===== src/hdl/kfl_pkg.sv =====
package kfl_pkg;

    localparam int MAX_KEYS = 64;
    localparam int SLOT_W = $clog2(MAX_KEYS);
    localparam int CNT_W = 7;
    localparam int TIME_W = 32;
    localparam int POS_W = 32;
    localparam int FRAC_W = 16;
    localparam int QUO_W = FRAC_W + 1;
    localparam int EXT_W = TIME_W + FRAC_W;

    localparam logic FUNC_LOAD = 1'b0;
    localparam logic FUNC_QUERY = 1'b1;

    typedef struct packed {
        logic [0:0] func;
        logic [SLOT_W-1:0] key_slot;
        logic [TIME_W-1:0] key_time;
        logic signed [POS_W-1:0] key_x;
        logic signed [POS_W-1:0] key_y;
        logic signed [POS_W-1:0] key_z;
        logic [TIME_W-1:0] query_time;
    } t_in_item;

    typedef struct packed {
        logic signed [POS_W-1:0] pos_x;
        logic signed [POS_W-1:0] pos_y;
        logic signed [POS_W-1:0] pos_z;
        logic [0:0] out_of_range;
    } t_out_item;

    typedef struct packed {
        logic [QUO_W-1:0] quo;
        logic [EXT_W-1:0] rem;
        logic [EXT_W-1:0] dvs;
    } t_div_word;

endpackage


===== src/hdl/kfl_div_cell.sv =====
module kfl_div_cell
    import kfl_pkg::*;
(
    input  logic      i_clk,
    input  t_div_word i_word,
    output t_div_word o_word
);

    t_div_word r_word;
    logic [EXT_W:0] w_diff;

    always_comb begin
        w_diff = {r_word.rem, 1'b0} - {1'b0, r_word.dvs};
    end

    always_ff @(posedge i_clk) begin
        r_word <= i_word;
    end

    always_comb begin
        o_word = r_word;
        if (!w_diff[EXT_W]) begin
            o_word.rem = w_diff[EXT_W-1:0];
            o_word.quo = {r_word.quo[QUO_W-2:0], 1'b1};
        end else begin
            o_word.rem = {r_word.rem[EXT_W-2:0], 1'b0};
            o_word.quo = {r_word.quo[QUO_W-2:0], 1'b0};
        end
    end

endmodule


===== config.mk =====
export PLATFORM = sky130hd
export DESIGN_NAME = kfl_div_cell
export DESIGN_NICKNAME = d
export VERILOG_FILES = /design/src/hdl/kfl_pkg.sv /design/src/hdl/kfl_div_cell.sv
export SDC_FILE = /design/constraint.sdc
export NUM_CORES = 1
export LEC_CHECK = 0
export ABC_AREA = 1
export BUFFER_PORTS_ARGS = -buffer_cell sky130_fd_sc_hd__buf_2
export CORE_AREA = 2 2 177 136
export DETAILED_ROUTE_END_ITERATION = 10
export DIE_AREA = 0 0 179 138
export GPL_TIMING_DRIVEN = 1
export PLACE_DENSITY_LB_ADDON = 0.25
export SLEW_MARGIN = 20
export SYNTH_ARGS = -nofsm -noshare
export SYNTH_HDL_FRONTEND = slang
export SYNTH_SLANG_ARGS = --single-unit

===== constraint.sdc =====
create_clock -name i_clk -period 2.65 [get_ports i_clk]
set_clock_uncertainty 0.05 [all_clocks]
set_input_delay 0.53 -clock i_clk [delete_from_list [all_inputs] [get_ports i_clk]]
set_output_delay 0.53 -clock i_clk [all_outputs]
set_load 0.02 [all_outputs]

== Yosys cells after proc, flatten, opt, wreduce, memory -nomap -nowiden ==
Cells that the tools add are included.

* Register bits after elaboration: 112
* Bits in latches: 0
* RAM bits: 0
* Bits in read-only memories: 0
* Bits of input ports: 114
* Output and inout port bits: 113
* Logic and storage cells: 5
* Memories kept: 0

* Add/sub/neg operators: 1
* Multipliers: 0
* Divide/modulo/power cells: 0
* Order comparisons: 0
* Eq/ne operators: 0
* Shifts and indexed selects: 0
* Mux-type cells: 1
* Bitwise gates (word level): 0
* Reductions and logical operators: 0

{| class="wikitable"
|+ Operator list
! operator !! count
|-
| $mux W49 || 1
|-
| $sub A49 B48 Y49 || 1
|}

== Depth between registers and ports, before layout ==
* Depth after elaboration: 2
* Gate-level depth with buffers: 18
* Gate-level depth less buffers: 16

== Worst setup path before layout ==
No wires, ideal clock.

* Kind: register to output
* Start: reg r_word, in the netlist o_word[0]
* End: out o_word[48] (netlist bit)
* Arrival: 2.155 ns
* Path slack: -0.085 ns
* Stages on the path, launching flop included: 16
* Path buffers: 2
* Path through: dfxtp_1 inv_1 fa_1 nand2_1 nand2_1 nand3_1 nand2_2 nand2_1 nand2_2 nand2_2 nand3_2 nand2_1 nand2_2 buf_6 buf_12 nor2_1

{| class="wikitable"
|+ RTL lines
! element !! RTL line !! RTL
|-
| start, declared || kfl_div_cell.sv:9 || <nowiki>t_div_word r_word;</nowiki>
|-
| start signal, assigned || kfl_div_cell.sv:17 || <nowiki>r_word <= i_word;</nowiki>
|-
| end, declared || kfl_div_cell.sv:6 || <nowiki>output t_div_word o_word</nowiki>
|}

==> flow_summary_export.csv <==
group,metric,value,unit
synthesis,syn_nets,1482,
synthesis,yosysUniqueCellTypes,23,
finish,insertedDiodeCount,0,
timing,drv_slew,0,
power_and_ir_drop,seqPwrFrac,30.0,%
clock_network,ctsHtreeMaxLevel,3,
global_routing,grt_util_met2,33.2,%
global_routing,grt_util_met3,3.80,%
run,max_cap_violations,0,
worst_setup_path,path_cells,"inv_1, ha_4, nand2_2, inv_1, nand2_1, nand2_1, a21oi_2, nand2_2, nand2_4, nand4_1, nand2_4, buf_6, clkbuf_16, nand2_1, nand2_1, buf_6",
clock_network,root_buffer,"clkbuf_16",
synthesis,synthCells,1320,
synthesis,avgSynthCellArea,5.98,sq um
global_routing,grt_pass1_vias,8170,
timing,timing.final.crit_period,3.18,ns
global_routing,antenna_found_initial,0,
floorplanning,die_area,24700,sq um
global_routing,grt_use_total,21.9,%
global_routing,grt_pass1_wl,41600,um
timing,period_share,120,%
power_and_ir_drop,leakagePower,0.00732,uW
worst_setup_path,cp.arrival,2.60,ns
finish,drive_above_1_share,47.6,%
floorplanning,start_util,34.0,%
clock_network,clock-sinks,112,
worst_setup_path,cp_slowest_cell,"dfxtp_1",
global_routing,grt_overflow,0,
power_and_ir_drop,clockPowerShare,21.7,%
timing,maxSlewHeadroom,75.7,%
detailed_routing,route.detailed.drc,0,
power_and_ir_drop,powerDensity,477,nW/um^2
clock_network,hold_buffers,0,
clock_network,clockBufferDepth,2,
worst_setup_path,startpoint_type,"flip-flop",
power_and_ir_drop,ir_worst_vdd,0.000327,V
worst_hold_path,hold_path.class,"primary input to flip-flop",
detailed_routing,via_per_inst,4.27,
global_routing,grt_max_degree,26,
worst_setup_path,cpPeakStageDelay,0.34,ns
floorplanning,core_area,23200,sq um
global_routing,top_usage_layer,"met2",
synthesis,netlist_area,7890,sq um
power_and_ir_drop,p_sw,2320,uW
timing,setup_tns,-22.90,ns
clock_network,numCtsBuffers,9,
synthesis,ys_seq_area_share,28.4,%
timing,max_freq,0.314,GHz
power_and_ir_drop,combPwrFrac,48.2,%
timing,final.setup.worst_slack,-0.530,ns
floorplanning,die_h,138,um
detailed_routing,ant_nets,0,
timing,rsz0062_at_grt,"true",
floorplanning,row_count,49,
detailed_routing,vias,8617,
synthesis,yosysWarnings,0,
clock_network,tritoncts,"done",
detailed_routing,dr.first_iter.drc_count,462,
floorplanning,pin_count,227,
finish,areaGrowthSynthToFinish,62.9,%
timing,setup_viol,49,
worst_setup_path,critPathKind,"flip-flop to output port",
worst_setup_path,cp_common_cell,"nand2_1",
floorplanning,die_x,179,um
worst_setup_path,endpoint_kind,"output port",
worst_setup_path,worst-path-max-fanout,6,
outcome,status,"finished, violations left",
placed_design,place.gp.congestion,0.932,
placed_design,numPortBuffers,225,
outcome,violations,"setup timing",
worst_setup_path,required,2.07,ns
timing,hold_violations,0,
power_and_ir_drop,swShare,37.9,%
timing,tightest_slew,0.364,ns
detailed_routing,wl,28200,um
finish,nets,1871,
detailed_routing,drtPass1Iterations,5,
placed_design,hpwl,21500,um
synthesis,synth_seq_cells,112,
detailed_routing,wire_per_inst,13.9,um
clock_network,clk_pin_slew,0.08,ns
power_and_ir_drop,finalPower,6130,uW
power_and_ir_drop,p_int,3810,uW
global_routing,grt_use_met1,32.8,%
## power groups by stage
stage / combinational [uW] / clock [uW] / sequential (uW)
5_1_grt: 3190 / 1450 / 1850
3_3_place_gp: 2110 / 0 / 1860
2_1_floorplan: 1260 / 0 / 1850
3_5_place_dp: 2110 / 0 / 1860
6_report: 2960 / 1330 / 1840
4_1_cts: 2660 / 1370 / 1830
## state kept, by name, indices dropped and copies added (netlist names)
register / cells
r_word: 64
o_word: 48
## routing by layer
layer / vias up / share of wire (%)
met5: - / 0
met4: 0 / 0.83
met3: 17 / 5.4
met2: 194 / 43
met1: 3843 / 51
li1: 4563 / -
## what timing repair did
item                                    4_1_cts  5_1_grt
gates resized for setup                     297      187
pin swaps                                    54       23
gates cloned                                  4        4
setup buffers                                13        7
endpoints found under the setup margin       49       49
## cells in the final DEF (no fill, tap or decap), types with 22 or more instances in the layout
| cell type | count |
|---|---|
| inv_1 | 271 |
| nand2_4 | 52 |
| nand3_1 | 36 |
| buf_2 | 176 |
| nor2_2 | 22 |
| buf_4 | 208 |
| nand2_2 | 133 |
| xor2_1 | 23 |
| dfxtp_2 | 34 |
| dfxtp_1 | 78 |
| nor2_1 | 48 |
| ha_4 | 41 |
| a21oi_1 | 22 |
| inv_2 | 22 |
| nand2_1 | 396 |
| buf_6 | 52 |
## cells by family (layout without fill, tap and decap cells)
logic type                 Yosys count  count (layout)  synth area share (%)
DFF                                112             112                  28.4
adders and majority gates           48              48                  7.70
and+or+nand+nor                    734             734                  37.5
AOI/OAI and AO/OA                   36              36                  2.44
xor gates and xnor gates            23              23                  2.55
buffers and inverters              367             760                  21.4
## worst paths after layout
kind	from	end	slack [ns]	depth (start not counted)
worst max-delay path	o_word[11]	o_word[64]	-0.53	16
worst min-delay path	i_word[93]	r_word[93]	0.20	1
## metrics by stage
stage	setup WS, ns	cells	hold WS, ns	area, sq um	utilization (%)
3_3_place_gp	-0.255	1976	0.582	10400	44.6
3_5_place_dp	-0.260	1976	0.584	10400	44.6
6_report	-0.530	2019	0.202	12900	55.3
5_1_grt	-0.656	2019	0.184	12900	55.3
4_1_cts	-0.471	2008	0.187	12100	51.9
2_1_floorplan	-0.00102	1320	0.508	7900	-
## layout make-up
class / instances / area [sq um]
fill: 2285 / 10400
sequential: 112 / 2280
inverter: 293 / 1100
timing repair buffer: 452 / 3380
multi-input combinational: 841 / 5420
clock buffer: 10 / 239
clock inverter: 5 / 41.3
tap: 306 / 383
## worst max-delay path: cells and delay by family, from the launching register on
| kind | cells | cell delay (ns) |
|---|---|---|
| AND/OR/NAND/NOR | 9 | 0.93 |
| buffers and inverters | 5 | 0.56 |
| AO/OA/AOI/OAI | 1 | 0.16 |
| flip-flops | 1 | 0.34 |
| adder cells (fa/ha/maj) | 1 | 0.25 |
## Yosys cell counts
library cell,number,area [sq um]
buf_2,4,20.0
buf_4,64,480
nor3_1,4,20.0
nand2_2,26,163
ha_1,47,588
nor2_1,74,278
nand3_2,1,10.0
nor4_1,4,25.0
inv_2,4,15.0
o21bai_1,1,7.51
nor2_4,1,11.3
xor2_1,23,201
a21o_1,4,30.0
inv_1,289,1080
nand4_1,10,62.6
buf_6,4,45.0
nand3_1,47,235
a21oi_1,31,155
fa_1,1,20.0
nand2_1,555,2080
nor2_2,12,75.1
buf_12,2,40.0
dfxtp_1,112,2240
(Power assumes the default switching activity.)
